<file path="config.mk">
export PLATFORM = sky130hd
export DESIGN_NAME = selector_shape_weight_top
export DESIGN_NICKNAME = d
export VERILOG_FILES = /design/src/hw/rtl/ssw_pkg.sv /design/src/hw/rtl/ssw_divider.sv /design/src/hw/rtl/selector_shape_weight_top.sv
export SDC_FILE = /design/constraint.sdc
export NUM_CORES = 2
export LEC_CHECK = 0
export BUFFER_PORTS_ARGS = -buffer_cell sky130_fd_sc_hd__buf_2
export CORE_MARGIN = 3
export CORE_UTILIZATION = 51
export DETAILED_ROUTE_END_ITERATION = 10
export PLACE_DENSITY_LB_ADDON = 0.12
export SYNTH_ARGS = -nofsm -noshare
export SYNTH_HDL_FRONTEND = slang
export SYNTH_SLANG_ARGS = --single-unit
export TNS_END_PERCENT = 50
</file>
<file path="constraint.sdc">
create_clock -name clk_i -period 11.4 [get_ports clk_i]
set_input_delay 1.71 -clock clk_i [delete_from_list [all_inputs] [get_ports clk_i]]
set_output_delay 1.71 -clock clk_i [all_outputs]
set_load 0.01 [all_outputs]
</file>
<file path="src/hw/rtl/ssw_pkg.sv">
// ----------------------------------------------------------------------------
// Selector shape weight package
// Shape codes, register indices and common types.
// ----------------------------------------------------------------------------
package ssw_pkg;

  typedef enum logic [2:0] {
    SHAPE_SQUARE   = 3'd0,
    SHAPE_RAMP_UP  = 3'd1,
    SHAPE_RAMP_DN  = 3'd2,
    SHAPE_TRIANGLE = 3'd3,
    SHAPE_ROUND    = 3'd4,
    SHAPE_SMOOTH   = 3'd5
  } shape_e;

  typedef enum logic [1:0] {
    REG_SHAPE_MODE  = 2'd0,
    REG_RANGE_START = 2'd1,
    REG_RANGE_END   = 2'd2
  } reg_idx_e;

  localparam int unsigned CfgIdxW = 2;
  localparam int unsigned ModeW   = 3;

endpackage

</file>
<file path="src/hw/rtl/ssw_divider.sv">
// ----------------------------------------------------------------------------
// Selector shape weight divider
// Pipelined restoring divider that yields the quotient of a numerator shifted
// left by the fraction width and a denominator, BitsPerStage bits per stage.
// ----------------------------------------------------------------------------
module ssw_divider #(
  parameter int unsigned FRAC_BITS = 16,
  parameter int unsigned BitsPerStage = 4,
  parameter int unsigned TagW = 8
) (
  input  logic                 clk_i,
  input  logic                 rst_ni,
  input  logic                 adv_i,
  input  logic                 valid_i,
  input  logic [FRAC_BITS:0]   num_i,
  input  logic [FRAC_BITS:0]   den_i,
  input  logic [TagW-1:0]      tag_i,
  output logic                 valid_o,
  output logic [FRAC_BITS:0]   quo_o,
  output logic [TagW-1:0]      tag_o
);

  localparam int unsigned W = FRAC_BITS + 1;
  localparam int unsigned Stages = (FRAC_BITS + BitsPerStage - 1) / BitsPerStage;

  logic [Stages:0]             vld_q;
  logic [W:0]                  rem_q [Stages+1];
  logic [FRAC_BITS-1:0]        quo_q [Stages+1];
  logic [W-1:0]                den_q [Stages+1];
  logic [TagW-1:0]             tag_q [Stages+1];

  // Stage 0 holds the integer remainder num (num < den always inside range).
  always_comb begin
    rem_q[0] = {1'b0, num_i};
    quo_q[0] = '0;
    den_q[0] = den_i;
    tag_q[0] = tag_i;
    vld_q[0] = valid_i;
  end

  for (genvar s = 0; s < Stages; s++) begin : g_stage
    logic [W:0]           rem_d;
    logic [FRAC_BITS-1:0] quo_d;
    logic [W:0]           rem_r;
    logic [FRAC_BITS-1:0] quo_r;
    logic [W-1:0]         den_r;
    logic [TagW-1:0]      tag_r;
    logic                 vld_r;

    always_comb begin
      logic [W+1:0] tr;
      rem_d = rem_q[s];
      quo_d = quo_q[s];
      for (int b = 0; b < BitsPerStage; b++) begin
        if (s * BitsPerStage + b < FRAC_BITS) begin
          tr = {rem_d, 1'b0};
          if (tr >= {2'b00, den_q[s]}) begin
            tr = tr - {2'b00, den_q[s]};
            quo_d = {quo_d[FRAC_BITS-2:0], 1'b1};
          end else begin
            quo_d = {quo_d[FRAC_BITS-2:0], 1'b0};
          end
          rem_d = tr[W:0];
        end
      end
    end

    always_ff @(posedge clk_i or negedge rst_ni) begin
      if (!rst_ni) begin
        vld_r <= 1'b0;
      end else if (adv_i) begin
        vld_r <= vld_q[s];
      end
    end

    always_ff @(posedge clk_i) begin
      if (adv_i) begin
        rem_r <= rem_d;
        quo_r <= quo_d;
        den_r <= den_q[s];
        tag_r <= tag_q[s];
      end
    end

    always_comb begin
      rem_q[s+1] = rem_r;
      quo_q[s+1] = quo_r;
      den_q[s+1] = den_r;
      tag_q[s+1] = tag_r;
      vld_q[s+1] = vld_r;
    end
  end

  assign valid_o = vld_q[Stages];
  assign quo_o   = {1'b0, quo_q[Stages]};
  assign tag_o   = tag_q[Stages];

endmodule

</file>
<file path="src/hw/rtl/selector_shape_weight_top.sv">
// Input words pass the stage 0, divider, A, B and output registers in order.
// Throughput: one word per cycle; the divider stages and multiplier stages
// all advance together whenever the output register is free or being taken.
// A stall holds the whole pipeline in place.
// Reset clears all valid bits and loads the default configuration.
// ----------------------------------------------------------------------------
// Selector shape weight top level
// Maps a unit position to an envelope weight over a configured range.
// ----------------------------------------------------------------------------
module selector_shape_weight_top #(
  parameter int unsigned FRAC_BITS = 16
) (
  input  logic                         clk_i,
  input  logic                         rst_ni,
  input  logic                         cfg_we_i,
  input  logic [ssw_pkg::CfgIdxW-1:0]  cfg_idx_i,
  input  logic [FRAC_BITS:0]           cfg_data_i,
  input  logic                         in_valid_i,
  output logic                         in_stall_o,
  input  logic [FRAC_BITS:0]           unit_position_i,
  output logic                         out_valid_o,
  input  logic                         out_stall_i,
  output logic [FRAC_BITS:0]           weight_o
);

  localparam int unsigned W = FRAC_BITS + 1;
  localparam logic [W-1:0] One  = W'(1) << FRAC_BITS;
  localparam logic [W-1:0] Half = W'(1) << (FRAC_BITS - 1);
  // Tag: mode(3), special(1), special value(1).
  localparam int unsigned TagW = ssw_pkg::ModeW + 2;
  localparam int unsigned PW = 2 * W + 2 - FRAC_BITS;

  logic [ssw_pkg::ModeW-1:0] mode_q;
  logic [W-1:0]              start_q, end_q;

  always_ff @(posedge clk_i or negedge rst_ni) begin
    if (!rst_ni) begin
      mode_q  <= '0;
      start_q <= '0;
      end_q   <= One;
    end else if (cfg_we_i) begin
      case (cfg_idx_i)
        ssw_pkg::REG_SHAPE_MODE:  mode_q  <= cfg_data_i[ssw_pkg::ModeW-1:0];
        ssw_pkg::REG_RANGE_START: start_q <= cfg_data_i;
        ssw_pkg::REG_RANGE_END:   end_q   <= cfg_data_i;
        default: ;
      endcase
    end
  end

  // The pipeline moves whenever the output register can take a word.
  logic adv;
  assign adv        = !(out_valid_o && out_stall_i);
  assign in_stall_o = !adv;

  // Stage 0: saturate, order the range and classify the position.
  logic [W-1:0] s_sat, e_sat, p_sat, s_lo, e_hi, p_m;
  logic         pre_special, pre_one;
  always_comb begin
    s_sat = (start_q > One) ? One : start_q;
    e_sat = (end_q > One) ? One : end_q;
    p_sat = (unit_position_i > One) ? One : unit_position_i;
    if (s_sat > e_sat) begin
      s_lo = e_sat;
      e_hi = s_sat;
      p_m  = One - p_sat;
    end else begin
      s_lo = s_sat;
      e_hi = e_sat;
      p_m  = p_sat;
    end
    pre_special = 1'b0;
    pre_one     = 1'b0;
    if (p_m <= s_lo) begin
      pre_special = 1'b1;
      pre_one     = (mode_q == ssw_pkg::SHAPE_RAMP_DN);
    end else if (p_m >= e_hi) begin
      pre_special = 1'b1;
      pre_one     = (mode_q == ssw_pkg::SHAPE_RAMP_UP);
    end
  end

  logic            p0_vld_q;
  logic [W-1:0]    p0_num_q, p0_den_q;
  logic [TagW-1:0] p0_tag_q;

  always_ff @(posedge clk_i or negedge rst_ni) begin
    if (!rst_ni) begin
      p0_vld_q <= 1'b0;
    end else if (adv) begin
      p0_vld_q <= in_valid_i;
    end
  end

  always_ff @(posedge clk_i) begin
    if (adv) begin
      p0_num_q <= p_m - s_lo;
      // A zero range only occurs in the special case; keep the divider sane.
      p0_den_q <= pre_special ? One : (e_hi - s_lo);
      p0_tag_q <= {mode_q, pre_special, pre_one};
    end
  end

  logic            dv_vld;
  logic [W-1:0]    dv_t;
  logic [TagW-1:0] dv_tag;

  ssw_divider #(
    .FRAC_BITS(FRAC_BITS),
    .BitsPerStage(4),
    .TagW(TagW)
  ) u_div (
    .clk_i   (clk_i),
    .rst_ni  (rst_ni),
    .adv_i   (adv),
    .valid_i (p0_vld_q),
    .num_i   (p0_num_q),
    .den_i   (p0_den_q),
    .tag_i   (p0_tag_q),
    .valid_o (dv_vld),
    .quo_o   (dv_t),
    .tag_o   (dv_tag)
  );

  // Stage A: mirror, and first square or product.
  logic [W-1:0] u_a, v_a;
  always_comb begin
    u_a = (dv_t <= Half) ? (dv_t << 1) : ((One - dv_t) << 1);
    v_a = One - u_a;
  end

  logic            pa_vld_q;
  logic [W-1:0]    pa_t_q, pa_u_q, pa_v_q, pa_sq_q;
  logic [TagW-1:0] pa_tag_q;
  logic [W-1:0]    sq_in;
  logic [2*W-1:0]  sq_full;
  assign sq_in   = (dv_tag[TagW-1 -: ssw_pkg::ModeW] == ssw_pkg::SHAPE_SMOOTH) ? v_a : u_a;
  assign sq_full = {{W{1'b0}}, sq_in} * {{W{1'b0}}, sq_in};

  always_ff @(posedge clk_i or negedge rst_ni) begin
    if (!rst_ni) begin
      pa_vld_q <= 1'b0;
    end else if (adv) begin
      pa_vld_q <= dv_vld;
    end
  end

  always_ff @(posedge clk_i) begin
    if (adv) begin
      pa_t_q   <= dv_t;
      pa_u_q   <= u_a;
      pa_v_q   <= v_a;
      pa_sq_q  <= sq_full[FRAC_BITS +: W];
      pa_tag_q <= dv_tag;
    end
  end

  // Stage B: second product.
  logic [W+1:0]    poly;
  logic [W+1:0]    mul_b;
  logic [2*W+1:0]  prod_b;
  assign poly  = {2'b00, One} + {1'b0, One, 1'b0} - {1'b0, pa_u_q, 1'b0};
  assign mul_b = (pa_tag_q[TagW-1 -: ssw_pkg::ModeW] == ssw_pkg::SHAPE_SMOOTH)
                 ? {2'b00, pa_v_q} : poly;
  assign prod_b = {{(W+2){1'b0}}, pa_sq_q} * {{W{1'b0}}, mul_b};

  logic            pb_vld_q;
  logic [W-1:0]    pb_t_q, pb_u_q, pb_p_q;
  logic [TagW-1:0] pb_tag_q;

  always_ff @(posedge clk_i or negedge rst_ni) begin
    if (!rst_ni) begin
      pb_vld_q <= 1'b0;
    end else if (adv) begin
      pb_vld_q <= pa_vld_q;
    end
  end

  always_ff @(posedge clk_i) begin
    if (adv) begin
      pb_t_q   <= pa_t_q;
      pb_u_q   <= pa_u_q;
      pb_p_q   <= (prod_b[2*W+1:FRAC_BITS] > PW'(One))
                  ? One : prod_b[FRAC_BITS +: W];
      pb_tag_q <= pa_tag_q;
    end
  end

  // Stage C: select the envelope and register the output word.
  logic [W-1:0] w_c;
  always_comb begin
    w_c = '0;
    if (pb_tag_q[1]) begin
      w_c = pb_tag_q[0] ? One : '0;
    end else begin
      case (pb_tag_q[TagW-1 -: ssw_pkg::ModeW])
        ssw_pkg::SHAPE_SQUARE:   w_c = One;
        ssw_pkg::SHAPE_RAMP_UP:  w_c = pb_t_q;
        ssw_pkg::SHAPE_RAMP_DN:  w_c = One - pb_t_q;
        ssw_pkg::SHAPE_TRIANGLE: w_c = pb_u_q;
        ssw_pkg::SHAPE_ROUND:    w_c = pb_p_q;
        ssw_pkg::SHAPE_SMOOTH:   w_c = One - pb_p_q;
        default:                 w_c = '0;
      endcase
    end
  end

  logic         out_vld_q;
  logic [W-1:0] weight_q;

  always_ff @(posedge clk_i or negedge rst_ni) begin
    if (!rst_ni) begin
      out_vld_q <= 1'b0;
    end else if (adv) begin
      out_vld_q <= pb_vld_q;
    end
  end

  always_ff @(posedge clk_i) begin
    if (adv) begin
      weight_q <= (w_c > One) ? One : w_c;
    end
  end

  assign out_valid_o = out_vld_q;
  assign weight_o    = weight_q;

  property p_weight_bounded;
    @(posedge clk_i) disable iff (!rst_ni) out_valid_o |-> (weight_o <= One);
  endproperty
  a_weight_bounded: assert property (p_weight_bounded) else $error("weight above one");

  property p_stall_holds_pipe;
    @(posedge clk_i) disable iff (!rst_ni) (out_valid_o && out_stall_i) |=> out_valid_o;
  endproperty
  a_stall_holds_pipe: assert property (p_stall_holds_pipe) else $error("word lost in stall");

  property p_quotient_below_one;
    @(posedge clk_i) disable iff (!rst_ni) dv_vld |-> (dv_t < One);
  endproperty
  a_quotient_below_one: assert property (p_quotient_below_one) else $error("t out of range");

endmodule

</file>
Word level (Yosys, flattened, before mapping)
Index checks and enable logic that the tools add are counted.
{ "totals": {"reg_bits": 393, "wordCells": 155} }
{ "classes": {"reduce_logical": 6, "muxes": 47, "multipliers": 2, "add_sub_neg": 23, "order_cmp": 25, "n_eq_ne": 11} }
{ "ops": {"columns": ["op", "count"], "rows": [
  ["19-bit by 17-bit greater-or-equal comparator with 1-bit output", 15],
  ["18-bit two-way mux", 15],
  ["18-bit by 17-bit subtractor with 18-bit output", 15],
  ["17-bit two-way mux", 10],
  ["17-bit case mux with 6 select lines", 1],
  ["17-bit greater-than comparator (second input constant)", 4],
  ["17-bit subtractor (first input constant)", 3],
  ["17-bit by 19-bit multiplier with 36-bit output", 1],
  ["17-bit subtractor", 2],
  ["17-bit by 17-bit multiplier with 33-bit output", 1],
  ["20-bit by 17-bit greater-than comparator with 1-bit output (second input constant)", 1],
  ["1-bit two-way mux", 20],
  ["19-bit two-way mux", 1],
  ["18-bit by 18-bit subtractor with 19-bit output (first input constant)", 1],
  ["18-bit by 17-bit greater-or-equal comparator with 1-bit output", 1],
  ["17-bit greater-or-equal comparator", 1],
  ["17-bit greater-than comparator", 1],
  ["17-bit <= comparator", 1],
  ["17-bit by 16-bit subtractor with 17-bit output (first input constant)", 1],
  ["16-bit <= comparator (second input constant)", 1],
  ["1-bit by 16-bit subtractor with 16-bit output (first input constant)", 1],
  ["3-bit == test (second input constant)", 4],
  ["3-bit by 2-bit == test with 1-bit output (second input constant)", 3],
  ["3-bit by 1-bit == test with 1-bit output (second input constant)", 2],
  ["6 further kinds", 8]
]} }

Longest topological paths before layout
{ "depth": {"depth_word": 8, "depth_mapped": 52, "depth_no_buf": 47} }

By module
Synthesis repeated with hierarchy kept, for this count alone.
{ "hier_totals": {"cells_unflattened": 5392, "hier_area_um2": 49651.4} }
{ "by_module_without_submodules": {"columns": ["mod", "cells_each", "seq_area_each_um2", "area_each_um2", "instances"], "rows": [
  ["selector_shape_weight_top", 3119, 6402.4, 29499.5, 1],
  ["ssw_divider", 2273, 5054.8, 20151.8, 1]
]} }

Least setup slack after synthesis
No wires, ideal clock.
{ "synth_path": {"path_kind": "input to output", "from": "in out_stall_i", "to": "out in_stall_o", "arrival_time_ns": 9.890, "t_required_ns": 9.690, "stages": 2, "path_buffers": 0, "slack_ns": -0.200, "cell_sequence": "nand2_1 inv_1"} }
{ "synth_via": {"elab_chain_cells": 1} }
{ "synth_rtl": {"columns": ["element", "line", "source"], "rows": [
  ["start, declared", "selector_shape_weight_top.sv:22", "input logic out_stall_i,"],
  ["1-bit logical AND", "selector_shape_weight_top.sv:53", "assign adv = !(out_valid_o && out_stall_i);"],
  ["end, declared", "selector_shape_weight_top.sv:19", "output logic in_stall_o,"]
]} }
Every way passes these cells.

Worst setup path after layout
{ "layout_path": {"from": "reg u_div.g_stage[0].den_r[14]", "to": "reg u_div.g_stage[1].rem_r[3], data pin"} }
{ "layout_via": {"elab_chain_cells": 8, "word_cells_on_any_way": 12} }
{ "layout_rtl": {"columns": ["element", "line", "source"], "rows": [
  ["start, declared", "ssw_divider.sv:46", "logic [W-1:0] den_r;"],
  ["start signal, assigned", "ssw_divider.sv:80", "den_r <= den_q[s];"],
  ["18-bit by 17-bit subtractor with 18-bit output / 19-bit by 17-bit greater-or-equal comparator with 1-bit output (equally long branches)", "ssw_divider.sv:58, ssw_divider.sv:57", null],
  ["18-bit two-way mux", "ssw_divider.sv:57", "if (tr >= {2'b00, den_q[s]}) begin"],
  ["18-bit by 17-bit subtractor with 18-bit output / 19-bit by 17-bit greater-or-equal comparator with 1-bit output (equally long branches)", "ssw_divider.sv:58, ssw_divider.sv:57", null],
  ["18-bit two-way mux", "ssw_divider.sv:57", null],
  ["19-bit by 17-bit greater-or-equal comparator with 1-bit output / 18-bit by 17-bit subtractor with 18-bit output (equally long branches)", "ssw_divider.sv:57, ssw_divider.sv:58", null],
  ["18-bit two-way mux", "ssw_divider.sv:57", null],
  ["18-bit by 17-bit subtractor with 18-bit output / 19-bit by 17-bit greater-or-equal comparator with 1-bit output (equally long branches)", "ssw_divider.sv:58, ssw_divider.sv:57", null],
  ["18-bit two-way mux *", "ssw_divider.sv:57", null],
  ["end signal, assigned", "ssw_divider.sv:78", "rem_r <= rem_d;"],
  ["end, declared", "ssw_divider.sv:44", "logic [W:0] rem_r;"]
]} }
Every way passes the cells marked *; elsewhere a longest branch is shown, timed or not.
A chain may end at the register's enable or synchronous reset.

==> metrics.md <==
| Metric | Value |
|---|---|
| Status | `finished clean` |
| Layout cells sized above 1 | `0.0901` |
| Maxcap violations | `0` |
| Starting Density | `0.518` |
| CP arrival | `between 10 and 15 ns` |
| CP dominant cell by count | `ha_1` |
| Clk sinks | `between 300 and 400` |
| Tcrit/Tclk final | `0.961` |
| Final setup fails | `0` |
| Port bufs | `59` |
| Root Driver | `clkbuf_16` |
| Syn avg cell area | `approximately 9.0 um^2` |
| Worst rel slew slack | `0.213` |
| Worst skew pair latency | `roughly 0.60 ns` |
| FF-to-FF Start | `u_div.g_stage[0].den_r[14]` |
| R2R depth | `42` |
| Cell Area, Synth | `slightly below 50000 um^2` |
| Post-Route WL | `135000 um` |
| CTS tree | `yes` |
| Hold Vio Cnt, Final | `0` |
| Reg clk slew, reported paths | `approximately 0.060 ns` |
| Ports | `60` |
| Die height | `between 300 and 400 um` |
| Vias per cell | `between 5 and 6` |
| Post-synth EDFFs | `~340` |
| Critical path type | `reg -> reg` |
| Layout Nets | `between 6000 and 7000` |
| Vias in the first global route | `39299` |
| Minimum clock period | `approximately 11 ns` |
| Worst-margin pin slew | `roughly 1.2 ns` |
| Largest stage delay, worst path | `between 0.5 and 0.6 ns` |
| Quantity of hold-fixing buffers added after cts | `0` |
| Crit. End Element | `register` |
| Sequential element share of the synthesized area | `0.230` |
| H-tree level count | `2` |
| Slew Limit Fails | `0` |
| Area grow syn2layout | `8.19%` |
| Syn nets | `between 6000 and 7000` |
| Worst Setup Start Kind | `register` |
| CTS Buffer Depth | `3` |
| First-pass GRT wire length | `217000 um` |
| Grt ovf | `0` |
| Most common cell after layout, fill and taps aside | `inv_1` |
| Core footprint | `around 96000 um^2` |
| Data required, critical path | `approximately 12 ns` |
| Largest net degree at the start of global routing | `156` |
| Pre-antenna DRT Iters | `6` |
| Antenna violations before repair | `6` |
| Num rows | `about 110` |
| Crit path max-delay cell type | `or4_1` |
| Hold Path Cell Cnt | `0` |
| Drt drc | `0` |
| YS warnings | `0` |
| Die width | `~320 um` |
| Ys async rst share | `0.116` |
| Die ar. | `just over 100000 um^2` |
| HPWL Detailed | `108000 um` |
| Hold_ws | `roughly 0.41 ns` |
| CTS Buf Count | `45` |
| Via count | `~40000` |
| Fmax | `91.3 MHz` |
| Primary FF master, synth | `edfxtp_1` |
| Total track usage | `0.266` |
| Syn Inst Count | `roughly 5500` |
| Cell variety after synth | `102` |
| Drt first-iter violations | `around 2900` |
| Worst setup path startpoint | `u_div.g_stage[0].den_r[14]` |
| Critical-path maximum fanout | `16` |
| Per-cell routed wire length | `between 15 and 20 um` |
| Most frequent cells in the layout | `inv_1, nand2_1, ha_1` |
| Final setup skew | `0.0259 ns` |
| Routed Antenna Nets | `0` |
| Global placer's final weighted congestion | `roughly 0.97` |
| Hold WC Path Type | `reg -> reg` |
| Hold Crit Start | `pa_t_q[5]` |
| #FFs+latches synth | `between 300 and 400` |
[cell usage after synthesis (all sizes together) (27+ instances only)]
master | n | area (um^2)
nand4 | 46 | 303
nor2b | 52 | 325
inv | 709 | 2660
mux2 | 139 | 1590
and3 | 49 | 307
nand2b | 58 | 363
a22oi | 32 | 240
mux2i | 42 | 437
o21ai | 232 | 1160
dfrtp | 44 | 1100
buf | 36 | 179
nor4 | 28 | 175
a211oi | 39 | 303
fa | 405 | 8110
xnor2 | 216 | 1890
nor2 | 415 | 1560
o21bai | 32 | 240
nand3 | 69 | 345
xor2 | 131 | 1150
clkbuf | 134 | 503
a21o | 137 | 1030
a31oi | 31 | 194
o221ai | 27 | 236
or3 | 33 | 211
nand2 | 603 | 2260
ha | 526 | 6580
o21a | 46 | 345
and2 | 130 | 813
a21oi | 360 | 1820
or2 | 35 | 221
nor3 | 76 | 385
edfxtp | 342 | 10300
[metal layers]
layer	part of all wire	global-route usage	vias up
li1	-	-	19147
met1	0.46	0.378	19388
met2	0.46	0.435	1075
met3	0.051	0.0275	206
met4	0.024	0.0674	4
met5	0.00020	0	-
[critical path: cells and delay by family (launching register included)]
family	cells	cell delay, ns
AOI/OAI and AO/OA	19	4.21
and+or+nand+nor	10	2.38
buffers and inverters	7	1.50
adders and majority gates	4	1.37
muxes	2	0.75
DFF	1	0.48
[stage by stage]
step                area [um^2]  utilization  setup slack (ns)  setup TNS, ns  instances
CTS                       53500        0.559             0.153              0       6899
global placement          52000        0.543             0.437              0       6817
floorplan                 49600            -             0.238              0       5524
global route              53700        0.561           -0.0516        -0.0549       6906
detailed placement        52000        0.543             0.179              0       6817
finish                    53700        0.561             0.446              0       6909
[repair_timing]
action	CTS	global route
buffers inserted	0	7
hold endpoints to repair	0	0
resized for setup	0	26
endpoints found under the setup margin	0	54
[worst paths after layout]
| path | slack [ns] | endpoint |
|---|---|---|
| max | 0.45 | u_div.g_stage[1].rem_r[3] |
| min | 0.41 | pb_t_q[5] |
| max reg2reg | 0.45 | u_div.g_stage[1].rem_r[3] |
| min reg2reg | 0.41 | pb_t_q[5] |
| max in group asynchronous | 9.49 | pa_vld_q |
| min in group asynchronous | 1.29 | end_q[6] |
[final cells by class]
cell class                      count  area (um^2)
Clock inverter                     26          357
Antenna cell                        3         7.51
Multi-Input combinational cell   4250        35000
Timing Repair Buffer              205         1450
Sequential cell                   387        11400
Inverter                          717         2700
Clock buffer                       56         1220
Fill cell                        8719        42000
Tap cell                         1265         1580
[cells by family after synthesis]
family                     share of synthesized area
and+or+nand+nor                                0.157
AOI/OAI and AO/OA                              0.147
adders and majority gates                      0.296
buffers and inverters                         0.0680
DFF                                            0.230
xor gates and xnor gates                      0.0612
muxes                                         0.0409
[flip-flops by register name, indices dropped and copies added, names as in the netlist, 17 cells and up]
register and flops:
p0_den_q 17, u_div.g_stage.quo_r 40, weight_o 17, pa_sq_q 17, pb_p_q 17, end_q 17
u_div.g_stage.rem_r 54, start_q 17, u_div.g_stage.den_r 51, p0_num_q 17
Power is not shown: default switching activity piles up to over one toggle a cycle in this logic, so the estimate is an artifact.
